===== src/hdl/conv3x3_clamp_stream_top_defines.svh =====
// ----------------------------------------------------------------------------
// conv3x3_clamp_stream_top_defines
// Assertion macros used by the line window module of the convolution block.
// ----------------------------------------------------------------------------
`ifndef CONV3X3_CLAMP_STREAM_TOP_DEFINES_SVH
`define CONV3X3_CLAMP_STREAM_TOP_DEFINES_SVH

// same-cycle implication, sampled on clk, off during reset
`define C3C_ASSERT_SAME(label, ante, cons) \
  label: assert property (@(posedge clk) disable iff (!rst_n) (ante) |-> (cons)) \
    else $error("c3c assertion failed");

// next-cycle implication, sampled on clk, off during reset
`define C3C_ASSERT_NEXT(label, ante, cons) \
  label: assert property (@(posedge clk) disable iff (!rst_n) (ante) |=> (cons)) \
    else $error("c3c assertion failed");

`endif


===== src/hdl/c3c_pkg.sv =====
// ----------------------------------------------------------------------------
// c3c_pkg
// Types, constants and helpers of the streaming 3x3 convolution block.
// ----------------------------------------------------------------------------
package c3c_pkg;

  localparam int MAX_WIDTH   = 1024;
  localparam int COEF_BITS   = 8;
  localparam int STORE_DEPTH = 1024;
  localparam int ADDR_W      = $clog2(STORE_DEPTH);
  localparam int WIDTH_CAP   = (MAX_WIDTH < STORE_DEPTH) ? MAX_WIDTH : STORE_DEPTH;
  localparam int HEIGHT_CAP  = 1024;
  localparam int MIN_SIZE    = 3;

  localparam int PIX_W   = 8;
  localparam int COORD_W = 10;
  localparam int CFG_W   = 11;
  localparam int KROW_W  = 24;
  localparam int IDX_W   = 3;
  localparam int TAPS    = 9;

  localparam int PROD_W = COEF_BITS + PIX_W + 1;
  localparam int RSUM_W = PROD_W + 2;
  localparam int ACC_W  = PROD_W + 4;

  localparam logic signed [ACC_W-1:0] ACC_PIX_MAX = ACC_W'(255);

  typedef enum logic [IDX_W-1:0] {
    REG_WIDTH  = 3'd0,
    REG_HEIGHT = 3'd1,
    REG_KTOP   = 3'd2,
    REG_KMID   = 3'd3,
    REG_KBOT   = 3'd4
  } reg_idx_t;

  typedef logic [PIX_W-1:0] pix_t;
  typedef logic signed [COEF_BITS-1:0] coef_t;
  typedef logic signed [PROD_W-1:0] prod_t;
  typedef logic signed [RSUM_W-1:0] rsum_t;

  // index row*3 + col, col 0 leftmost
  typedef pix_t [TAPS-1:0] win_t;

  typedef struct packed {
    logic [COORD_W-1:0] width_last;
    logic [COORD_W-1:0] height_last;
    coef_t [TAPS-1:0]   coef;
  } cfg_t;

  typedef struct packed {
    win_t               win;
    logic [COORD_W-1:0] cx;
    logic [COORD_W-1:0] cy;
    logic               last;
  } tap_t;

  // coefficient pos of a packed kernel row; bits past the row read as zero
  function automatic coef_t coef_at(input logic [KROW_W-1:0] row, input int unsigned pos);
    logic [KROW_W+3*COEF_BITS-1:0] ext;
    ext = {{(3*COEF_BITS){1'b0}}, row};
    return coef_t'(ext[pos*COEF_BITS +: COEF_BITS]);
  endfunction

endpackage


===== src/hdl/c3c_res_if.sv =====
// ----------------------------------------------------------------------------
// c3c_res_if
// Result channel: valid/ready with clamped pixel, centre coordinates, frame end.
// ----------------------------------------------------------------------------
interface c3c_res_if;
  logic                        valid;
  logic                        ready;
  logic [c3c_pkg::PIX_W-1:0]   result_pixel;
  logic [c3c_pkg::COORD_W-1:0] centre_x;
  logic [c3c_pkg::COORD_W-1:0] centre_y;
  logic                        frame_last;

  modport source (output valid, output result_pixel, output centre_x, output centre_y,
                  output frame_last, input ready);
  modport sink   (input valid, input result_pixel, input centre_x, input centre_y,
                  input frame_last, output ready);
endinterface


===== src/hdl/c3c_mac.sv =====
// ----------------------------------------------------------------------------
// c3c_mac
// Nine-tap multiply, row sums, total and clamp into the output register.
// ----------------------------------------------------------------------------
module c3c_mac (
  input  logic          clk,
  input  logic          rst_n,
  input  c3c_pkg::cfg_t cfg,
  input  logic          tap_v,
  output logic          tap_ready,
  input  c3c_pkg::tap_t tap,
  c3c_res_if.source     out_ch
);

  logic                        p_v_r, r_v_r, o_v_r;
  logic                        p_free, r_free, o_free;
  c3c_pkg::prod_t              p_prod_r [c3c_pkg::TAPS];
  c3c_pkg::rsum_t              r_sum_r [3];
  logic [c3c_pkg::COORD_W-1:0] p_cx_r, p_cy_r, r_cx_r, r_cy_r;
  logic                        p_last_r, r_last_r;
  logic signed [c3c_pkg::ACC_W-1:0] total;
  c3c_pkg::pix_t               clamped;

  assign o_free    = !o_v_r || out_ch.ready;
  assign r_free    = !r_v_r || o_free;
  assign p_free    = !p_v_r || r_free;
  assign tap_ready = p_free;

  always_ff @(posedge clk) begin
    if (!rst_n) begin
      p_v_r <= 1'b0;
      r_v_r <= 1'b0;
      o_v_r <= 1'b0;
    end else begin
      if (p_free) p_v_r <= tap_v;
      if (r_free) r_v_r <= p_v_r;
      if (o_free) o_v_r <= r_v_r;
    end
  end

  always_ff @(posedge clk) begin
    if (p_free && tap_v) begin
      for (int i = 0; i < c3c_pkg::TAPS; i++) begin
        p_prod_r[i] <= c3c_pkg::prod_t'($signed(cfg.coef[i]))
                     * c3c_pkg::prod_t'($signed({1'b0, tap.win[i]}));
      end
      p_cx_r   <= tap.cx;
      p_cy_r   <= tap.cy;
      p_last_r <= tap.last;
    end
  end

  always_ff @(posedge clk) begin
    if (r_free && p_v_r) begin
      for (int r = 0; r < 3; r++) begin
        r_sum_r[r] <= c3c_pkg::RSUM_W'(p_prod_r[r*3]) + c3c_pkg::RSUM_W'(p_prod_r[r*3+1])
                    + c3c_pkg::RSUM_W'(p_prod_r[r*3+2]);
      end
      r_cx_r   <= p_cx_r;
      r_cy_r   <= p_cy_r;
      r_last_r <= p_last_r;
    end
  end

  always_comb begin
    total = c3c_pkg::ACC_W'(r_sum_r[0]) + c3c_pkg::ACC_W'(r_sum_r[1])
          + c3c_pkg::ACC_W'(r_sum_r[2]);
    if (total < 0) begin
      clamped = '0;
    end else if (total > c3c_pkg::ACC_PIX_MAX) begin
      clamped = '1;
    end else begin
      clamped = total[c3c_pkg::PIX_W-1:0];
    end
  end

  always_ff @(posedge clk) begin
    if (o_free && r_v_r) begin
      out_ch.result_pixel <= clamped;
      out_ch.centre_x     <= r_cx_r;
      out_ch.centre_y     <= r_cy_r;
      out_ch.frame_last   <= r_last_r;
    end
  end

  assign out_ch.valid = o_v_r;

endmodule


===== src/flat_wrapper.sv =====
// flat-port wrapper written by rule: the top's interface ports become plain ports
module c3c_mac_flat 
  (clk, rst_n, cfg, tap_v, tap_ready, tap, out_ch_valid, out_ch_result_pixel, out_ch_centre_x, out_ch_centre_y, out_ch_frame_last, out_ch_ready);
  c3c_res_if out_ch_i ();
  input  logic clk;
  input  logic rst_n;
  input  c3c_pkg::cfg_t cfg;
  input  logic tap_v;
  output logic tap_ready;
  input  c3c_pkg::tap_t tap;
  output wire logic [$bits(out_ch_i.valid)-1:0] out_ch_valid;
  output wire logic [$bits(out_ch_i.result_pixel)-1:0] out_ch_result_pixel;
  output wire logic [$bits(out_ch_i.centre_x)-1:0] out_ch_centre_x;
  output wire logic [$bits(out_ch_i.centre_y)-1:0] out_ch_centre_y;
  output wire logic [$bits(out_ch_i.frame_last)-1:0] out_ch_frame_last;
  input wire logic [$bits(out_ch_i.ready)-1:0] out_ch_ready;
  assign out_ch_valid = out_ch_i.valid;
  assign out_ch_result_pixel = out_ch_i.result_pixel;
  assign out_ch_centre_x = out_ch_i.centre_x;
  assign out_ch_centre_y = out_ch_i.centre_y;
  assign out_ch_frame_last = out_ch_i.frame_last;
  assign out_ch_i.ready = out_ch_ready;
  c3c_mac u_core (.clk(clk), .rst_n(rst_n), .cfg(cfg), .tap_v(tap_v), .tap_ready(tap_ready), .tap(tap), .out_ch(out_ch_i));
endmodule

===== config.mk =====
export PLATFORM = sky130hd
export DESIGN_NAME = c3c_mac_flat
export DESIGN_NICKNAME = d
export VERILOG_FILES = /design/src/hdl/conv3x3_clamp_stream_top_defines.svh /design/src/hdl/c3c_pkg.sv /design/src/hdl/c3c_res_if.sv /design/src/hdl/c3c_mac.sv /design/src/flat_wrapper.sv
export SDC_FILE = /design/constraint.sdc
export NUM_CORES = 2
export LEC_CHECK = 0
export ABC_CLOCK_PERIOD_IN_PS = 26100
export BUFFER_PORTS_ARGS = -buffer_cell sky130_fd_sc_hd__buf_4
export CORE_MARGIN = 2
export CORE_UTILIZATION = 55
export CTS_CLUSTER_DIAMETER = 150
export CTS_CLUSTER_SIZE = 8
export DETAILED_ROUTE_END_ITERATION = 16
export MAX_ROUTING_LAYER = met4
export PLACE_DENSITY = 0.77
export SYNTH_ARGS = -nofsm -noshare
export SYNTH_HDL_FRONTEND = slang
export SYNTH_SLANG_ARGS = --single-unit
export TNS_END_PERCENT = 30

===== constraint.sdc =====
create_clock -name clk -period 26.1 [get_ports clk]
set_input_delay 3.915 -clock clk [delete_from_list [all_inputs] [get_ports clk]]
set_output_delay 3.915 -clock clk [all_outputs]
set_load 0.05 [all_outputs]

# Yosys cells after proc, flatten, opt, wreduce, memory -nomap -nowiden

Memories as Yosys holds them, arrays and structs flattened.
Index checks and enable logic that the tools add are counted.

Register bits after elaboration: 74
Bits in latches: 0
Bits in read-only memories: 0
Logic and storage cells: 48
Memories: 2
Memory bits (writable): 210
Output and inout port bits: 31
Bits of input ports: 189

Shift operators: 0
Order comparisons: 2
Multiply operators: 9
Divide/modulo/power cells: 0
Reductions and logical operators: 9
Multiplexer cells: 5
Bitwise logic cells: 0
Equality and inequality tests: 0
$add $sub $neg: 8

Memories:

| memory          | depth | width | read ports | clocked after memory_dff | wr ports | line          | source |
|---|---|---|---|---|---|---|---|
| u_core.p_prod_r | 9     | 17    | 9          | 0                        | 9        | c3c_mac.sv:17 | `c3c_pkg::prod_t p_prod_r [c3c_pkg::TAPS];` |
| u_core.r_sum_r  | 3     | 19    | 3          | 0                        | 3        | c3c_mac.sv:18 | `c3c_pkg::rsum_t r_sum_r [3];` |

Operators with widths:

| cell                                                                              | number |
|---|---|
| 8-bit by 9-bit multiplier with 17-bit output                                      | 9 |
| 18-bit by 17-bit adder with 19-bit output                                         | 3 |
| 17-bit by 17-bit adder with 18-bit output                                         | 3 |
| 20-bit by 19-bit adder with 21-bit output                                         | 1 |
| 21-bit by 9-bit greater-than comparator with 1-bit output (second input constant) | 1 |
| 21-bit by 1-bit < comparator with 1-bit output (second input constant)            | 1 |
| 19-bit by 19-bit adder with 20-bit output                                         | 1 |
| 8-bit two-way mux                                                                 | 1 |
| 1-bit two-way mux                                                                 | 4 |
| 1-bit logical AND                                                                 | 3 |
| 1-bit zero test                                                                   | 3 |
| 1-bit logical OR                                                                  | 3 |

# Logic depth before layout (Yosys ltp)

Word-level depth: 7
Mapped depth: 20
Gate-level depth less buffers: 20

# Worst setup path before layout

OpenSTA, ideal clock, no wires.

Kind: input port to flip-flop
From: input out_ch_ready
To: register u_core.p_cx_r[0] in the netlist's numbering (enable)
Path buffers: 0
Required time: 25.288 ns
Data arrival time: 12.665 ns
Cell stages on the path: 2
Library setup time: 0.812 ns
Setup slack: 12.623 ns
Path through: nor2b_1 a31oi_1

Word-level cells in the longest chain between the ends: 4

RTL lines:

| item                 | line               | source |
|---|---|---|
| from (decl)          | flat_wrapper.sv:16 | `input wire logic [$bits(out_ch_i.ready)-1:0] out_ch_ready;` |
| 1-bit logical OR     | c3c_mac.sv:24      | `assign o_free = !o_v_r \|\| out_ch.ready;` |
| 1-bit logical OR     | c3c_mac.sv:25      | `assign r_free = !r_v_r \|\| o_free;` |
| 1-bit logical OR     | c3c_mac.sv:26      | `assign p_free = !p_v_r \|\| r_free;` |
| 1-bit logical AND    | c3c_mac.sv:42      | `if (p_free && tap_v) begin` |
| to (signal assigned) | c3c_mac.sv:47      | `p_cx_r <= tap.cx;` |
| to (decl)            | c3c_mac.sv:19      | `logic [c3c_pkg::COORD_W-1:0] p_cx_r, p_cy_r, r_cx_r, r_cy_r;` |

Every way passes these cells.
A chain may end at the register's enable or synchronous reset.

# Worst setup path after layout

From: input out_ch_ready
To: output tap_ready

Word-level cells in the longest chain between the ends: 3

RTL lines:

| item             | line              | source |
|---|---|---|
| 1-bit logical OR | c3c_mac.sv:24     |  |
| 1-bit logical OR | c3c_mac.sv:25     |  |
| 1-bit logical OR | c3c_mac.sv:26     |  |
| to (decl)        | flat_wrapper.sv:9 | `output logic tap_ready;` |

Every way passes these cells.

==> out/results.txt <==
Syn Area/Cell: 10.48 µm²
worst stage delay on the critical path: 0.56 ns
WP data arrival: 5.02 ns
area fraction of the dominant cell type after synthesis: 0.2591
die width: 247.3 µm
setup tns final: 0 ns
cell row count: 89
core area: 0.05880 mm²
Max VDD drop: 0.00008929 V
Unique masters post-synth: 62
Cell Area, Synth: 0.03257 mm²
commonest cells in the netlist: 602 x inv_1, 457 x ha_1, 407 x fa_1, 291 x and2_1, 281 x edfxtp_1
Post-synth EDFFs: 281
critical path data required time: 22.18 ns
endpoints failing setup: 0
htree depth: 2
maximum fanout along the worst path: 6
Worst Skew: 0.02285 ns
sequential element share of the synthesized area: 0.2609
clock buffer count from CTS: 41
Pins Over Slew Limit: 0
critical path, cell by cell: buf_4, nor2b_1, nand3_1, buf_4
Initial Util: 0.5539
Pleak: 17.40 nW
TritonCTS clock tree: done
flops & latches, synth: 284
CP Class: in2out
Async S/R FF share, synth: 0
post-synth top area cell: edfxtp_1
HP Class: reg2reg
top cells by area, synth: edfxtp_1 26%, fa_1 25%, ha_1 18%
vias in the first global route: 22870
Core Util, Final: 0.6161
Cell Pwr Density: 112.9 mW/mm²
Detailed Place HPWL: 51.51 mm
root buffer cell: clkbuf_16
initial antenna violation count: 5
Rel. slew slack: 0.2830
Slew @ Worst Pin: 1.076 ns
fin crit share: 0.3422
Reg clk slew, reported paths: 0.06 ns
Vias: 22020
layout cells sized above 1: 0.08150
Worst Setup End Kind: output pin
critical path's slowest cell: nor2b_1
Worst setup SP type: input pin
total gr overflow: 0
# IOs: 220
postcts setup bufs: 0
Maximum Capacitance Violations: 0
DRC violations left: 0
most frequent CP cell: buf_4
clk buf depth: 3
Mapped Nets: 4160
Detail Route Antenna Nets: 0
Clock Latency Late Sink: 0.54 ns
Tmin final: 8.931 ns
GRT Total Usage: 0.2266
vias per inst: 5.319
DR iter-0 viols: 1149
status: finished, final reports clean
largest net degree at the start of global routing: 175
RSZ-0062 raised after global routing: no
first drt pass iteration count: 5
P&R area growth vs syn: 11.23%
Die Area: 0.06118 mm²
fmax: 112.0 MHz
Final Hold Fails: 0
Die Span Y: 247.3 µm
Synthesis Warnings: 0
global placer's final weighted congestion: 0.8720
CTS Hold Bufs: 0
Routed WL: 63.99 mm
first-pass GRT wire length: 109.0 mm
most frequent cell after synthesis: inv_1
Port Buf Inserts: 199
clk sinks: 284
Power, Total: 4.090 mW
CTS resizes: 0
wire per inst: 15.46 µm
Nets: 4403
Placement Cell Area: 0.03508 mm²
Final Cell Area: 0.03623 mm²
reg-to-reg slack, setup: 22.20 ns
Cells after Synth: 3107
Synth Flop Type: edfxtp_1
report_power, final:
part	leakage (nW)	internal [mW]	total, mW	switching, mW
combinational	14.1	1.20	2.71	1.51
clock	0.550	0.293	0.481	0.188
sequential	2.72	0.807	0.902	0.0948
total	17.4	2.30	4.09	1.79
logic make-up (layout without fill, tap and decap cells):
kind of cell               after synthesis  in the layout  synth area share
and+or+nand+nor                        908            908            0.1413
adders and majority gates              864            864            0.4257
buffers and inverters                  604            859           0.06984
AOI/OAI and AO/OA                      299            299           0.06223
DFF                                    284            284            0.2609
xor gates and xnor gates               144            144           0.03872
muxes                                    4              4          0.001306
other                                    0              5                 0
critical path: cells and delay by family:
kind                   cells  cell delay, ns
and+or+nand+nor            2            0.76
buffers and inverters      2            0.34
metrics by stage:
step                      setup slack, ns  hold WS [ns]  instances
after floorplan                     12.62        0.4003       3107
after global placement              17.24        0.4004       4080
after detailed placement            17.15        0.4045       4080
after CTS                           17.13        0.4054       4135
after global routing                17.03        0.4164       4140
final                               17.17        0.4044       4140
sequential cells by signal (all words and copies together), names as in the netlist:
name and cells:
u_core.p_prod_r 153, u_core.p_last_r 1, u_core.r_v_r 1, u_core.r_last_r 1, u_core.p_cy_r 10, u_core.r_cy_r 10, u_core.r_sum_r 57, u_core.out_ch.centre_y 10
u_core.r_cx_r 10, u_core.p_v_r 1, u_core.out_ch.valid 1, u_core.out_ch.result_pixel 8, u_core.out_ch.centre_x 10, u_core.out_ch.frame_last 1, u_core.p_cx_r 10
layout make-up:
| type | instances | area [µm²] |
|---|---|---|
| inverter | 602 | 2260 |
| fill | 4872 | 22570 |
| tap | 773 | 967.2 |
| clock buffer | 51 | 1064 |
| clock inverter | 4 | 71.32 |
| timing repair buffer | 202 | 1529 |
| sequential | 284 | 8498 |
| antenna | 5 | 12.51 |
| multi-input combinational | 2219 | 21830 |
metal layers:
metal,part of all wire,vias up,global-route usage,wire [µm]
met5,0,-,-,0
met3,0.047,107,0.02530,3002
met1,0.44,10840,0.2996,28200
met2,0.49,490,0.3760,31540
met4,0.019,0,0.05513,1243
li1,-,10590,-,-
worst paths after layout:
path	startpoint	to	cells after the start
hold / removal	u_core.r_cx_r[9]	u_core.out_ch.centre_x[9]	0
hold reg to reg	u_core.r_cx_r[9]	u_core.out_ch.centre_x[9]	0
setup / recovery	out_ch_ready	tap_ready	4
setup reg to reg	u_core.r_sum_r[0][1]	u_core.out_ch.result_pixel[6]	11
cell usage in the layout (no fill, tap or decap), drive strengths merged, types with 36 or more instances in the layout:
cell,Yosys,layout
xnor2,124,124
clkbuf,1,51
buf,1,202
nor2,128,128
nand2,276,276
and2,292,292
inv,602,603
fa,407,407
nor3,36,36
ha,457,457
nand2b,60,60
o21ai,51,51
a21oi,79,79
edfxtp,281,281
Power figures use the tool's default switching activity.
