==> src/hdl/conv3x3_clamp_stream_top_defines.svh <==
// ----------------------------------------------------------------------------
// conv3x3_clamp_stream_top_defines
// Assertion macros used by the line window module of the convolution block.
// ----------------------------------------------------------------------------
`ifndef CONV3X3_CLAMP_STREAM_TOP_DEFINES_SVH
`define CONV3X3_CLAMP_STREAM_TOP_DEFINES_SVH

// same-cycle implication, sampled on clk, off during reset
`define C3C_ASSERT_SAME(label, ante, cons) \
  label: assert property (@(posedge clk) disable iff (!rst_n) (ante) |-> (cons)) \
    else $error("c3c assertion failed");

// next-cycle implication, sampled on clk, off during reset
`define C3C_ASSERT_NEXT(label, ante, cons) \
  label: assert property (@(posedge clk) disable iff (!rst_n) (ante) |=> (cons)) \
    else $error("c3c assertion failed");

`endif

==> src/hdl/c3c_pkg.sv <==
// ----------------------------------------------------------------------------
// c3c_pkg
// Types, constants and helpers of the streaming 3x3 convolution block.
// ----------------------------------------------------------------------------
package c3c_pkg;

  localparam int MAX_WIDTH   = 1024;
  localparam int COEF_BITS   = 8;
  localparam int STORE_DEPTH = 1024;
  localparam int ADDR_W      = $clog2(STORE_DEPTH);
  localparam int WIDTH_CAP   = (MAX_WIDTH < STORE_DEPTH) ? MAX_WIDTH : STORE_DEPTH;
  localparam int HEIGHT_CAP  = 1024;
  localparam int MIN_SIZE    = 3;

  localparam int PIX_W   = 8;
  localparam int COORD_W = 10;
  localparam int CFG_W   = 11;
  localparam int KROW_W  = 24;
  localparam int IDX_W   = 3;
  localparam int TAPS    = 9;

  localparam int PROD_W = COEF_BITS + PIX_W + 1;
  localparam int RSUM_W = PROD_W + 2;
  localparam int ACC_W  = PROD_W + 4;

  localparam logic signed [ACC_W-1:0] ACC_PIX_MAX = ACC_W'(255);

  typedef enum logic [IDX_W-1:0] {
    REG_WIDTH  = 3'd0,
    REG_HEIGHT = 3'd1,
    REG_KTOP   = 3'd2,
    REG_KMID   = 3'd3,
    REG_KBOT   = 3'd4
  } reg_idx_t;

  typedef logic [PIX_W-1:0] pix_t;
  typedef logic signed [COEF_BITS-1:0] coef_t;
  typedef logic signed [PROD_W-1:0] prod_t;
  typedef logic signed [RSUM_W-1:0] rsum_t;

  // index row*3 + col, col 0 leftmost
  typedef pix_t [TAPS-1:0] win_t;

  typedef struct packed {
    logic [COORD_W-1:0] width_last;
    logic [COORD_W-1:0] height_last;
    coef_t [TAPS-1:0]   coef;
  } cfg_t;

  typedef struct packed {
    win_t               win;
    logic [COORD_W-1:0] cx;
    logic [COORD_W-1:0] cy;
    logic               last;
  } tap_t;

  // coefficient pos of a packed kernel row; bits past the row read as zero
  function automatic coef_t coef_at(input logic [KROW_W-1:0] row, input int unsigned pos);
    logic [KROW_W+3*COEF_BITS-1:0] ext;
    ext = {{(3*COEF_BITS){1'b0}}, row};
    return coef_t'(ext[pos*COEF_BITS +: COEF_BITS]);
  endfunction

endpackage

==> src/hdl/c3c_cfg_if.sv <==
// ----------------------------------------------------------------------------
// c3c_cfg_if
// Register write channel: valid/ready with register index and write data.
// ----------------------------------------------------------------------------
interface c3c_cfg_if;
  logic                       valid;
  logic                       ready;
  logic [c3c_pkg::IDX_W-1:0]  reg_index;
  logic [c3c_pkg::KROW_W-1:0] wr_data;

  modport source (output valid, output reg_index, output wr_data, input ready);
  modport sink   (input valid, input reg_index, input wr_data, output ready);
endinterface

==> src/hdl/c3c_cfg_regs.sv <==
// ----------------------------------------------------------------------------
// c3c_cfg_regs
// Configuration registers; frame size limits and coefficient unpacking.
// ----------------------------------------------------------------------------
module c3c_cfg_regs (
  input  logic              clk,
  input  logic              rst_n,
  c3c_cfg_if.sink           cfg_ch,
  output c3c_pkg::cfg_t     cfg
);

  logic [c3c_pkg::CFG_W-1:0]  width_r;
  logic [c3c_pkg::CFG_W-1:0]  height_r;
  logic [c3c_pkg::KROW_W-1:0] krow_r [3];
  logic [c3c_pkg::CFG_W-1:0]  width_sat;
  logic [c3c_pkg::CFG_W-1:0]  height_sat;

  assign cfg_ch.ready = 1'b1;

  always_ff @(posedge clk) begin
    if (!rst_n) begin
      width_r   <= c3c_pkg::CFG_W'(1024);
      height_r  <= c3c_pkg::CFG_W'(1024);
      krow_r[0] <= c3c_pkg::KROW_W'(65280);
      krow_r[1] <= c3c_pkg::KROW_W'(16712959);
      krow_r[2] <= c3c_pkg::KROW_W'(65280);
    end else if (cfg_ch.valid) begin
      case (cfg_ch.reg_index)
        c3c_pkg::REG_WIDTH:  width_r   <= cfg_ch.wr_data[c3c_pkg::CFG_W-1:0];
        c3c_pkg::REG_HEIGHT: height_r  <= cfg_ch.wr_data[c3c_pkg::CFG_W-1:0];
        c3c_pkg::REG_KTOP:   krow_r[0] <= cfg_ch.wr_data;
        c3c_pkg::REG_KMID:   krow_r[1] <= cfg_ch.wr_data;
        c3c_pkg::REG_KBOT:   krow_r[2] <= cfg_ch.wr_data;
        default: ;
      endcase
    end
  end

  always_comb begin
    if (width_r < c3c_pkg::CFG_W'(c3c_pkg::MIN_SIZE)) begin
      width_sat = c3c_pkg::CFG_W'(c3c_pkg::MIN_SIZE);
    end else if (width_r > c3c_pkg::CFG_W'(c3c_pkg::WIDTH_CAP)) begin
      width_sat = c3c_pkg::CFG_W'(c3c_pkg::WIDTH_CAP);
    end else begin
      width_sat = width_r;
    end
    if (height_r < c3c_pkg::CFG_W'(c3c_pkg::MIN_SIZE)) begin
      height_sat = c3c_pkg::CFG_W'(c3c_pkg::MIN_SIZE);
    end else if (height_r > c3c_pkg::CFG_W'(c3c_pkg::HEIGHT_CAP)) begin
      height_sat = c3c_pkg::CFG_W'(c3c_pkg::HEIGHT_CAP);
    end else begin
      height_sat = height_r;
    end
  end

  always_comb begin
    logic [c3c_pkg::CFG_W-1:0] wl;
    logic [c3c_pkg::CFG_W-1:0] hl;
    wl = width_sat - c3c_pkg::CFG_W'(1);
    hl = height_sat - c3c_pkg::CFG_W'(1);
    cfg.width_last  = wl[c3c_pkg::COORD_W-1:0];
    cfg.height_last = hl[c3c_pkg::COORD_W-1:0];
    for (int r = 0; r < 3; r++) begin
      for (int c = 0; c < 3; c++) begin
        cfg.coef[r*3+c] = c3c_pkg::coef_at(krow_r[r], c);
      end
    end
  end

endmodule

==> src/flat_wrapper.sv <==
// flat-port wrapper written by rule: the top's interface ports become plain ports
module c3c_cfg_regs_flat 
  (clk, rst_n, cfg, cfg_ch_valid, cfg_ch_reg_index, cfg_ch_wr_data, cfg_ch_ready);
  c3c_cfg_if cfg_ch_i ();
  input  logic clk;
  input  logic rst_n;
  output c3c_pkg::cfg_t cfg;
  input wire logic [$bits(cfg_ch_i.valid)-1:0] cfg_ch_valid;
  input wire logic [$bits(cfg_ch_i.reg_index)-1:0] cfg_ch_reg_index;
  input wire logic [$bits(cfg_ch_i.wr_data)-1:0] cfg_ch_wr_data;
  output wire logic [$bits(cfg_ch_i.ready)-1:0] cfg_ch_ready;
  assign cfg_ch_i.valid = cfg_ch_valid;
  assign cfg_ch_i.reg_index = cfg_ch_reg_index;
  assign cfg_ch_i.wr_data = cfg_ch_wr_data;
  assign cfg_ch_ready = cfg_ch_i.ready;
  c3c_cfg_regs u_core (.clk(clk), .rst_n(rst_n), .cfg_ch(cfg_ch_i), .cfg(cfg));
endmodule
==> config.mk <==
export PLATFORM = sky130hd
export DESIGN_NAME = c3c_cfg_regs_flat
export DESIGN_NICKNAME = d
export VERILOG_FILES = /design/src/hdl/conv3x3_clamp_stream_top_defines.svh /design/src/hdl/c3c_pkg.sv /design/src/hdl/c3c_cfg_if.sv /design/src/hdl/c3c_cfg_regs.sv /design/src/flat_wrapper.sv
export SDC_FILE = /design/constraint.sdc
export NUM_CORES = 1
export LEC_CHECK = 0
export ABC_AREA = 1
export BUFFER_PORTS_ARGS = -buffer_cell sky130_fd_sc_hd__buf_2
export CAP_MARGIN = 20
export CORE_MARGIN = 1
export CORE_UTILIZATION = 46
export DETAILED_ROUTE_END_ITERATION = 10
export PLACE_DENSITY = 0.76
export SLEW_MARGIN = 10
export SYNTH_ARGS = -nofsm -noshare
export SYNTH_HDL_FRONTEND = slang
export SYNTH_SLANG_ARGS = --single-unit
==> constraint.sdc <==
create_clock -name clk -period 3 [get_ports clk]
set_input_delay 0.45 -clock clk [delete_from_list [all_inputs] [get_ports clk]]
set_output_delay 0.45 -clock clk [all_outputs]
set_load 0.02 [all_outputs]
# Yosys cells after proc, flatten, opt, wreduce, memory -nomap -nowiden
# Memories as Yosys holds them, arrays and structs flattened.
# Cells that the tools add are included.
[word_totals]
reg_bits = 22
latch_bits = 0
ram_bits = 72
mem_bits_ro = 0
inputBits = 30
output_inout_bits = 93
word_cells = 39
memories = 1
[classes]
n_addsub = 2
mul = 0
n_div = 0
n_lt_le_gt_ge = 4
n_eq_ne = 4
n_shift = 0
n_mux = 20
bitwise = 3
n_reduce_logical = 3
[memory_table]
columns = ["name", "depth", "width", "rd", "rd_clocked_by_memory_dff", "wr", "line_no", "rtl"]
rows = [
  ["u_core.krow_r", 3, 24, 3, 0, 3, "c3c_cfg_regs.sv:14", "logic [c3c_pkg::KROW_W-1:0] krow_r [3];"],
]
[op_table]
columns = ["cell", "n"]
rows = [
  ["two-way mux 24 bit", 3],
  ["two-way mux 10 bit", 4],
  ["greater-than comparator 11 bit (second input constant)", 2],
  ["less-than comparator 11 x 2 -> 1 bit (second input constant)", 2],
  ["subtractor 10 x 1 -> 10 bit (second input constant)", 2],
  ["two-way mux 1 bit", 13],
  ["== test 3 x 2 -> 1 bit (second input constant)", 2],
  ["AND reduction 2 bit", 2],
  ["== test 3 x 1 -> 1 bit (second input constant)", 1],
  ["== test 3 bit (second input constant)", 1],
  ["logical NOT 3 bit", 1],
  ["OR 1 bit", 3],
]

# Depth between registers and ports, before layout
# Gate-level depths: netlist (run 1).
[logic_depth]
word_depth = 6
depth_mapped = 12

# Least setup slack after synthesis (run 1)
# OpenSTA, ideal clock, no wires.
[synth_path]
path_kind = "input to register"
startpoint = "input cfg_ch_valid"
endpoint = "memory u_core.krow_r[0][24] (netlist name), enable pin"
arrival_time_ns = 2.416
t_required_ns = 2.562
slack_ns = 0.146
cell_stages = 4
path_buffers = 0
cell_sequence = "inv_1 > nor2_1 > nand2_1 > o21ai_0"
[synth_lines]
columns = ["item", "line_no", "rtl"]
rows = [
  ["from (decl)", "flat_wrapper.sv:8", "input wire logic [$bits(cfg_ch_i.valid)-1:0] cfg_ch_valid;"],
  ["to (decl)", "c3c_cfg_regs.sv:14", ""],
]

==> results.yml, run 1 <==
outcome:
  outcome: "complete, no violations"
routing:
  routed_wl_microns: 8767
  detail_route.iter0.violations: 130
  drt.antenna.violating_nets: 0
  first_pass_iters: 4
  detail_route.vias_per_cell: 4.923
  wire_length_per_cell_microns: 13.98
  remaining_drc_errors: 0
  vias: 3087
floorplanning:
  fp.dieArea_sq_um: 9078
  initial_utilization_pct: 48.23
  core_area_sq_um: 8299
  core.rowCount: 33
  floorplan.io_pins: 123
  floorplan.die.height_microns: 95.28
  horiz_die_dim_microns: 95.28
synth:
  syn_inst: 391
  synth_simple_gate_area_share_pct: 17.88
  synth.mux.area_fraction_pct: 0
  synth_seq_cells: 94
  synth_nets: 423
  syn_avg_cell_area_sq_um: 10.24
  netlist_area_sq_um: 4003
  fraction_of_synthesized_cell_area_in_xor_and_xnor_cells_pct: 1.719
  yosysWarningCount: 0
  synth-compound-area-share_pct: 7.846
  sequential_element_share_of_the_synthesized_area_pct: 65.02
  synth_cell_types: 34
  synth_top_family_by_area: "simple AND/OR/NAND/NOR gates"
  yosys.area_share.adder_pct: 0.6252
timing:
  maxSlewViolCount: 0
  timing.max_slew.rel_slack_pct: 48.69
  grt_setup_unrepaired: "false"
  fin_worst_skew_ns: 0
  finalSetupViolCount: 0
  worst_pin_slew_ns: 0.7597
  final_min_period_over_clock_period_pct: 89.25
  upper_clock_frequency_limit_mhz: 373.5
  finalCriticalPeriod_ns: 2.677
  setup_total_negative_slack_ns: 0
  finalHoldViolCount: 0
hold_path:
  timing.hold.worst_path_depth: 3
  timing.hold.worst.start: "cfg_ch_wr_data[17]"
  hold_end: "u_core.krow_r[0][41]"
  min_path_type: "primary input to flip-flop"
power:
  switching_share_pct: 29.24
  power_per_cell_area_nw_per_um2: 561.2
  internal-power_w: 0.001951
  leakagePower_nw: 2.218
  total_switching_power_w: 0.0008063
  max-vdd-ir-drop_v: 0.0002147
  pwr-share-seq_pct: 55.1
  clock_power_share_pct: 27.2
  comb_power_share_pct: 17.7
placed_design:
  place.port_buffers: 121
  dp_cells: 611
  gp_routability_congestion: 0.9241
  hpwl_microns: 6494
  place_area_sq_um: 4733
clock_network:
  cts_hold_bufs: 0
  cts_made_buffers: 9
  clock_insertion_delay_worst_skew_ns: 0.34
  cts.htree.levels: 3
  clk_pin_slew_ns: 0.10
  ctsResizeCount: 0
  postcts_setup_bufs: 0
  cts_root_buf: "sky130_fd_sc_hd__clkbuf_8"
  tritoncts_clock_tree: "yes"
  cts.path.max_buffers: 2
  tritoncts_num_sinks: 94
worst_setup_path:
  worst_r2r_endpoint: "u_core.height_r[10]"
  critPathKind: "flip-flop to primary output"
  depth_of_the_worst_register_to_register_path: 2
  r2r_start: "u_core.height_r[10]"
  timing.critical_path.mode_cell: "sky130_fd_sc_hd__nand2_1"
  r2r_setup_slack_ns: 2.16
  master_of_the_slowest_instance_on_the_critical_path: "sky130_fd_sc_hd__dfxtp_1"
  cp.arrival_ns: 2.23
  crit_fanout: 8
  timing.critical_path.cells: "nor2_1 -> nand2_1 -> nor2_1 -> nand2_2 -> nand2_4 -> a21boi_0 -> ha_1 -> nand2_1 -> inv_1 -> nand3_1 -> o21ai_1 -> nand2_1 -> buf_2"
  timing.critical_path.from_type: "flip-flop"
  startpoint: "u_core.height_r[3]"
  cp.required_ns: 2.55
  cp_slowest_stage_delay_ns: 0.44
  timing.critical_path.to_type: "primary output"
layout:
  num-nets-final: 549
  final_cells: 627
  layout-drive-gt1-share_pct: 34.29
  layout_commonest_cell: "sky130_fd_sc_hd__buf_2"
  fill_cells: 732
  layout_common_cells: "121 x sky130_fd_sc_hd__buf_2, 78 x sky130_fd_sc_hd__nand2_1, 72 x sky130_fd_sc_hd__edfxtp_1"
  flow.area_growth_from_synthesis_pct: 22.73
  antenna-diode-count: 0
  postLayoutCellArea_sq_um: 4912
global_routing:
  global_route.usage.met2_pct: 34.58
  grt-busiest-layer: "met2"
  grt.total_usage_pct: 19.91
  grt_antenna_before_repair: 0
  grt_pass1_wl_microns: 13390
  grt.met1_usage_pct: 24.69
  vias_in_the_first_global_route: 2862
  grt_max_degree: 27
  use_met3_pct: 4.864
  global_route.overflow_total: 0
job:
  cap_viol_max_count: 0
sequential cells by signal, summed over array words and instances, names as in the netlist:
name,cells
u_core.width_r,11
u_core.krow_r,72
u_core.height_r,11
worst max path at each step:
stage / slack (ns) / endpoint
3_5_place_dp: 0.72 / cfg[80]
3_3_place_gp: 0.81 / cfg[86]
5_1_grt: 0.05 / cfg[80]
4_1_cts: 0.33 / cfg[80]
6_report: 0.32 / cfg[80]
2_1_floorplan: 0.15 / u_core.krow_r[0][24]
per-layer routing:
layer / share of wire (%) / routed length (microns) / vias up
li1: - / - / 1523
met1: 43 / 3806 / 1418
met2: 48 / 4227 / 136
met3: 7.1 / 622 / 10
met4: 1.3 / 111 / 0
met5: 0 / 0 / -
power groups by stage:
stage	combinational [W]	clock (W)	sequential [W]
6_report	0.000488	0.000751	0.00152
2_1_floorplan	0.000222	0	0.00165
4_1_cts	0.000493	0.000765	0.00152
3_5_place_dp	0.000491	0	0.00155
3_3_place_gp	0.000484	0	0.00155
5_1_grt	0.000533	0.000818	0.00153
synthesized netlist by cell type:
master | count | area (sq um)
sky130_fd_sc_hd__nand2_4 | 2 | 22.52
sky130_fd_sc_hd__o21ai_1 | 2 | 10.01
sky130_fd_sc_hd__xnor2_1 | 1 | 8.760
sky130_fd_sc_hd__xor2_1 | 5 | 43.79
sky130_fd_sc_hd__or2_2 | 1 | 6.260
sky130_fd_sc_hd__inv_1 | 49 | 183.9
sky130_fd_sc_hd__o41ai_2 | 1 | 16.27
sky130_fd_sc_hd__inv_2 | 10 | 37.54
sky130_fd_sc_hd__conb_1 | 1 | 3.750
sky130_fd_sc_hd__a41oi_1 | 1 | 8.760
sky130_fd_sc_hd__nand2_2 | 10 | 62.56
sky130_fd_sc_hd__clkbuf_1 | 5 | 18.77
sky130_fd_sc_hd__buf_2 | 5 | 25.02
sky130_fd_sc_hd__nor2_4 | 1 | 11.26
sky130_fd_sc_hd__nor4_2 | 1 | 12.51
sky130_fd_sc_hd__nand2_1 | 78 | 292.8
sky130_fd_sc_hd__o21ai_0 | 22 | 110.1
sky130_fd_sc_hd__nor2_2 | 5 | 31.28
sky130_fd_sc_hd__or2_0 | 1 | 6.260
sky130_fd_sc_hd__edfxtp_1 | 72 | 2162
sky130_fd_sc_hd__o41ai_1 | 1 | 8.760
sky130_fd_sc_hd__o21ai_2 | 1 | 8.760
sky130_fd_sc_hd__ha_1 | 2 | 25.02
sky130_fd_sc_hd__nor2_1 | 48 | 180.2
sky130_fd_sc_hd__a21boi_0 | 2 | 15.01
sky130_fd_sc_hd__o211ai_1 | 2 | 15.01
sky130_fd_sc_hd__dfxtp_1 | 22 | 440.4
sky130_fd_sc_hd__xor2_2 | 1 | 16.27
sky130_fd_sc_hd__nand3_2 | 2 | 20.02
sky130_fd_sc_hd__a21oi_4 | 1 | 16.27
sky130_fd_sc_hd__nand3_1 | 13 | 65.06
sky130_fd_sc_hd__buf_4 | 1 | 7.510
sky130_fd_sc_hd__a21oi_1 | 21 | 105.1
sky130_fd_sc_hd__nor3_1 | 1 | 5.000
kinds of logic after synthesis:
family                   count (synthesis)
XOR/XNOR                                 7
AND/OR/NAND/NOR                        163
adder cells (fa/ha/maj)                  2
other                                    1
AO/OA/AOI/OAI                           54
buffers and inverters                   70
flip-flops                              94
per-stage QoR:
stage	setup slack, ns	power, W	utilization (%)	hold slack, ns
floorplan	0.1458	0.001868	-	0.4438
global placement	0.8058	0.002030	57.03	0.4801
detailed placement	0.7151	0.002041	57.03	0.4893
CTS	0.3265	0.002777	59.19	0.3524
global route	0.04817	0.002878	59.19	0.3563
finish	0.3225	0.002757	59.19	0.3637
critical path: cells and delay by family (launching register included):
kind,cells,cell delay (ns)
AOI/OAI and AO/OA,2,0.35
adders and majority gates,1,0.21
buffers and inverters,2,0.25
DFF,1,0.44
and+or+nand+nor,8,0.64
cell type report:
class                   instances  area (sq um)  area share [%]
inverters                      59         221.5           4.508
well taps                     105         131.4           2.674
repair buffers                126         643.1           13.09
multi-input cells             227          1135           23.10
clock buffers                  10         127.6           2.598
flip-flops and latches         94          2603           52.98
clock inverters                 6         51.30           1.044
(Power assumes the default switching activity.)
==> run 2: changes to the inputs <==
PLACE_DENSITY = 0.75   (was 0.76)
==> results.yml, run 2 (same netlist as run 1, synthesis figures left out) <==
routing:
  wire_length_per_cell_microns: 14.15
  first_pass_iters: 4
  detail_route.vias_per_cell: 4.880
  remaining_drc_errors: 0
  drt.antenna.violating_nets: 0
  vias: 3060
  routed_wl_microns: 8873
  detail_route.iter0.violations: 85
timing:
  finalHoldViolCount: 0
  setup_total_negative_slack_ns: 0
  finalSetupViolCount: 0
  final_min_period_over_clock_period_pct: 88.11
  worst_pin_slew_ns: 0.7413
  upper_clock_frequency_limit_mhz: 378.3
  timing.max_slew.rel_slack_pct: 49.93
  maxSlewViolCount: 0
  hold-worst-slack_ns: 0.3699
  grt_setup_unrepaired: "false"
  fin_worst_skew_ns: 0
  finalCriticalPeriod_ns: 2.643
global_routing:
  grt_antenna_before_repair: 0
  vias_in_the_first_global_route: 2860
  grt_max_degree: 27
  grt.total_usage_pct: 20.54
  global_route.overflow_total: 0
  grt_pass1_wl_microns: 13860
clock_network:
  cts.htree.levels: 3
  tritoncts_clock_tree: "yes"
  cts.path.max_buffers: 2
  tritoncts_num_sinks: 94
  cts_made_buffers: 9
  clk_pin_slew_ns: 0.09
  cts_root_buf: "sky130_fd_sc_hd__clkbuf_8"
  cts_hold_bufs: 0
  ctsResizeCount: 0
  clock_insertion_delay_worst_skew_ns: 0.34
  postcts_setup_bufs: 0
job:
  cap_viol_max_count: 0
worst_setup_path:
  timing.critical_path.cells: "inv_1 -> nand2_1 -> nor2_1 -> nand2_2 -> nand2_4 -> a21boi_0 -> ha_1 -> nand2_1 -> inv_1 -> nand3_1 -> o21ai_1 -> nand2_1 -> buf_2"
  cp.required_ns: 2.55
  timing.critical_path.mode_cell: "sky130_fd_sc_hd__nand2_1"
  cp_slowest_stage_delay_ns: 0.43
  timing.critical_path.from_type: "flip-flop"
  timing.critical_path.to_type: "primary output"
  cp.arrival_ns: 2.19
  crit_fanout: 8
  critPathKind: "flip-flop to primary output"
  master_of_the_slowest_instance_on_the_critical_path: "sky130_fd_sc_hd__dfxtp_1"
floorplanning:
  floorplan.die.height_microns: 95.28
  fp.dieArea_sq_um: 9078
  core_area_sq_um: 8299
  initial_utilization_pct: 48.23
  core.rowCount: 33
  floorplan.io_pins: 123
  horiz_die_dim_microns: 95.28
layout:
  layout-drive-gt1-share_pct: 34.29
  layout_common_cells: "121 x sky130_fd_sc_hd__buf_2, 78 x sky130_fd_sc_hd__nand2_1, 72 x sky130_fd_sc_hd__edfxtp_1"
  antenna-diode-count: 0
  number_of_flip_flops_under_the_largest_register_name: 72
  postLayoutCellArea_sq_um: 4907
  max_flop_register: "u_core.krow_r"
  top_regs: "u_core.krow_r x72, u_core.height_r x11, u_core.width_r x11"
  num-nets-final: 549
  layout_commonest_cell: "sky130_fd_sc_hd__buf_2"
  flow.area_growth_from_synthesis_pct: 22.60
power:
  internal-power_w: 0.001945
  pwr-share-seq_pct: 55.2
  total_switching_power_w: 0.0008063
  clock_power_share_pct: 27.0
  leakagePower_nw: 2.214
  switching_share_pct: 29.31
  max-vdd-ir-drop_v: 0.0002123
  power_per_cell_area_nw_per_um2: 560.6
  report.power.total_w: 0.002751
  comb_power_share_pct: 17.8
placed_design:
  gp_routability_congestion: 0.8587
  place.port_buffers: 121
  hpwl_microns: 6716
  place_area_sq_um: 4733
outcome:
  outcome: "complete, no violations"
hold_path:
  min_path_type: "primary input to flip-flop"
## run 2: cell type report
cell class	instances	area (sq um)
fillers	732	3392
well taps	105	131.4
clock buffers	10	127.6
flip-flops and latches	94	2603
inverters	59	221.5
clock inverters	6	46.29
multi-input cells	227	1135
repair buffers	126	643.1
## run 2: worst max-delay path, delay by kind of cell, from the launching register on
| kind | cells | cell delay (ns) |
|---|---|---|
| AO/OA/AOI/OAI | 2 | 0.32 |
| flip-flops | 1 | 0.43 |
| adder cells (fa/ha/maj) | 1 | 0.21 |
| buffers and inverters | 3 | 0.33 |
| AND/OR/NAND/NOR | 7 | 0.55 |
## run 2: final timing paths
path                            depth (start not counted)              endpoint  slack [ns]           startpoint
worst min register to register                          2     u_core.width_r[9]        0.49    u_core.width_r[9]
worst max register to register                          2   u_core.height_r[10]        2.18  u_core.height_r[10]
worst min-delay path                                    3  u_core.krow_r[0][41]        0.37   cfg_ch_wr_data[17]
worst max-delay path                                   13               cfg[80]        0.36   u_core.height_r[4]
## run 2: power groups by stage
stage	clock network [W]	logic, W	registers (W)
floorplan	0	0.000222	0.00165
global placement	0	0.000486	0.00154
detailed placement	0	0.000493	0.00155
CTS	0.000764	0.000494	0.00152
global route	0.000817	0.000536	0.00153
finish	0.000743	0.000489	0.00152
## run 2: metrics by stage
step | worst slack [ns] | instances | utilization [%]
final | 0.3566 | 627 | 59.13
after global routing | 0.1304 | 627 | 59.13
after CTS | 0.3194 | 627 | 59.13
after detailed placement | 0.7271 | 611 | 57.03
after global placement | 0.8034 | 611 | 57.03
after floorplan | 0.1458 | 391 | -
## run 2: metal layers
| layer | up-vias | routed length (microns) | part of all wire, % | global-route usage (%) |
|---|---|---|---|---|
| met5 | - | 0 | 0 | 0 |
| met3 | 8 | 700 | 7.9 | 4.785 |
| met2 | 120 | 4295 | 48 | 35.48 |
| met1 | 1409 | 3793 | 43 | 25.86 |
| met4 | 0 | 83 | 0.94 | 5.303 |
| li1 | 1523 | - | - | - |
==> run 3: changes to the inputs <==
PLACE_DENSITY = 0.85   (was 0.75)
==> results.yml, run 3 (same netlist as run 1, synthesis figures left out) <==
outcome:
  outcome: "complete, no violations"
clock_network:
  cts_root_buf: "sky130_fd_sc_hd__clkbuf_8"
  tritoncts_clock_tree: "yes"
  cts_made_buffers: 9
  cts.path.max_buffers: 2
  postcts_setup_bufs: 0
  ctsResizeCount: 0
  clk_pin_slew_ns: 0.10
  clock_insertion_delay_worst_skew_ns: 0.35
  cts.htree.levels: 3
  cts_hold_bufs: 0
  tritoncts_num_sinks: 94
routing:
  first_pass_iters: 4
  wire_length_per_cell_microns: 14.03
  detail_route.iter0.violations: 129
  remaining_drc_errors: 0
  routed_wl_microns: 8796
  detail_route.vias_per_cell: 4.871
  vias: 3054
  drt.antenna.violating_nets: 0
power:
  internal-power_w: 0.001959
  leakagePower_nw: 2.229
  clock_power_share_pct: 28.3
  comb_power_share_pct: 17.4
  total_switching_power_w: 0.0008376
  pwr-share-seq_pct: 54.3
  switching_share_pct: 29.95
  max-vdd-ir-drop_v: 0.0002905
  power_per_cell_area_nw_per_um2: 568.5
layout:
  layout_common_cells: "121 x sky130_fd_sc_hd__buf_2, 78 x sky130_fd_sc_hd__nand2_1, 72 x sky130_fd_sc_hd__edfxtp_1"
  num-nets-final: 549
  layout_commonest_cell: "sky130_fd_sc_hd__buf_2"
  number_of_flip_flops_under_the_largest_register_name: 72
  top_regs: "u_core.krow_r x72, u_core.height_r x11, u_core.width_r x11"
  antenna-diode-count: 0
  max_flop_register: "u_core.krow_r"
  flow.area_growth_from_synthesis_pct: 22.91
  fill_cells: 708
  final_cells: 627
  layout-drive-gt1-share_pct: 34.48
global_routing:
  grt_antenna_before_repair: 0
  vias_in_the_first_global_route: 2810
  grt_pass1_wl_microns: 13530
  grt_max_degree: 27
  global_route.overflow_total: 0
  grt.total_usage_pct: 20.23
timing:
  fin_worst_skew_ns: 0
  setup_total_negative_slack_ns: 0
  worst_pin_slew_ns: 0.7952
  final_min_period_over_clock_period_pct: 90.63
  maxSlewViolCount: 0
  timing.max_slew.rel_slack_pct: 46.30
  finalCriticalPeriod_ns: 2.719
  grt_setup_unrepaired: "false"
  finalSetupViolCount: 0
  finalHoldViolCount: 0
  upper_clock_frequency_limit_mhz: 367.8
placed_design:
  gp_routability_congestion: 0.9199
  hpwl_microns: 6548
  place.port_buffers: 121
  dp_cells: 611
worst_setup_path:
  timing.critical_path.from_type: "flip-flop"
  master_of_the_slowest_instance_on_the_critical_path: "sky130_fd_sc_hd__dfxtp_1"
  critPathKind: "flip-flop to primary output"
  cp.arrival_ns: 2.27
  timing.critical_path.to_type: "primary output"
  crit_fanout: 7
  depth_of_the_worst_register_to_register_path: 2
  timing.critical_path.cells: "inv_2 -> nand3_1 -> inv_1 -> nand2_2 -> a21boi_0 -> ha_1 -> nand2_1 -> inv_1 -> nand3_1 -> o21ai_1 -> nand2_1 -> buf_2"
  cp.required_ns: 2.55
  cp_slowest_stage_delay_ns: 0.50
job:
  cap_viol_max_count: 0
floorplanning:
  initial_utilization_pct: 48.23
  horiz_die_dim_microns: 95.28
  core.rowCount: 33
  floorplan.die.height_microns: 95.28
  floorplan.io_pins: 123
  core_area_sq_um: 8299
  fp.dieArea_sq_um: 9078
hold_path:
  timing.hold.worst_path_depth: 3
  min_path_type: "primary input to flip-flop"
run 3: worst max-delay path: cells and delay by family, from the launching register on:
kind                     cells  cell delay [ns]
adder cells (fa/ha/maj)      1             0.22
AO/OA/AOI/OAI                2             0.37
AND/OR/NAND/NOR              5             0.42
buffers and inverters        4             0.40
flip-flops                   1             0.50
run 3: metrics by stage:
step                      utilization, %  hold WS (ns)  power (W)  cell area [sq um]  setup WS [ns]
after floorplan                        -        0.4438   0.001868               4003         0.1458
after global placement             57.03        0.4780   0.002028               4733         0.7914
after detailed placement           57.03        0.4820   0.002040               4733         0.6772
after CTS                          59.28        0.3491   0.002811               4920         0.2753
after global routing               59.28        0.3694   0.002913               4920        0.08180
final                              59.28        0.3560   0.002797               4920         0.2810
run 3: worst paths after layout:
kind / from / endpoint / slack, ns
worst min register to register: u_core.width_r[9] / u_core.width_r[9] / 0.49
worst max-delay path: u_core.height_r[10] / cfg[80] / 0.28
worst max register to register: u_core.height_r[10] / u_core.height_r[10] / 2.16
worst min-delay path: cfg_ch_wr_data[16] / u_core.krow_r[0][40] / 0.36
run 3: area by class of cell:
class	count	area (sq um)	share of cell area, %
timing repair buffer	126	643.1	13.07
clock buffer	9	123.9	2.518
multi-input combinational	227	1135	23.07
inverter	59	221.5	4.502
tap	105	131.4	2.670
clock inverter	7	62.56	1.272
sequential	94	2603	52.90
run 3: power by group through the flow:
| stage | Combinational, W | Sequential (W) | Clock (W) |
|---|---|---|---|
| after global placement | 0.000485 | 0.00154 | 0 |
| after floorplan | 0.000222 | 0.00165 | 0 |
| after CTS | 0.000493 | 0.00152 | 0.000799 |
| after global routing | 0.000535 | 0.00153 | 0.000851 |
| final | 0.000487 | 0.00152 | 0.000792 |
| after detailed placement | 0.000492 | 0.00155 | 0 |
run 3: layer usage:
layer  global-route usage [%]  vias to the layer above  share of wire (%)
met5                        0                        -                  0
met3                    3.349                       15                7.3
met2                    33.15                      137                 47
li1                         -                     1518                  -
met1                    26.70                     1384                 44
met4                    8.207                        0                1.7
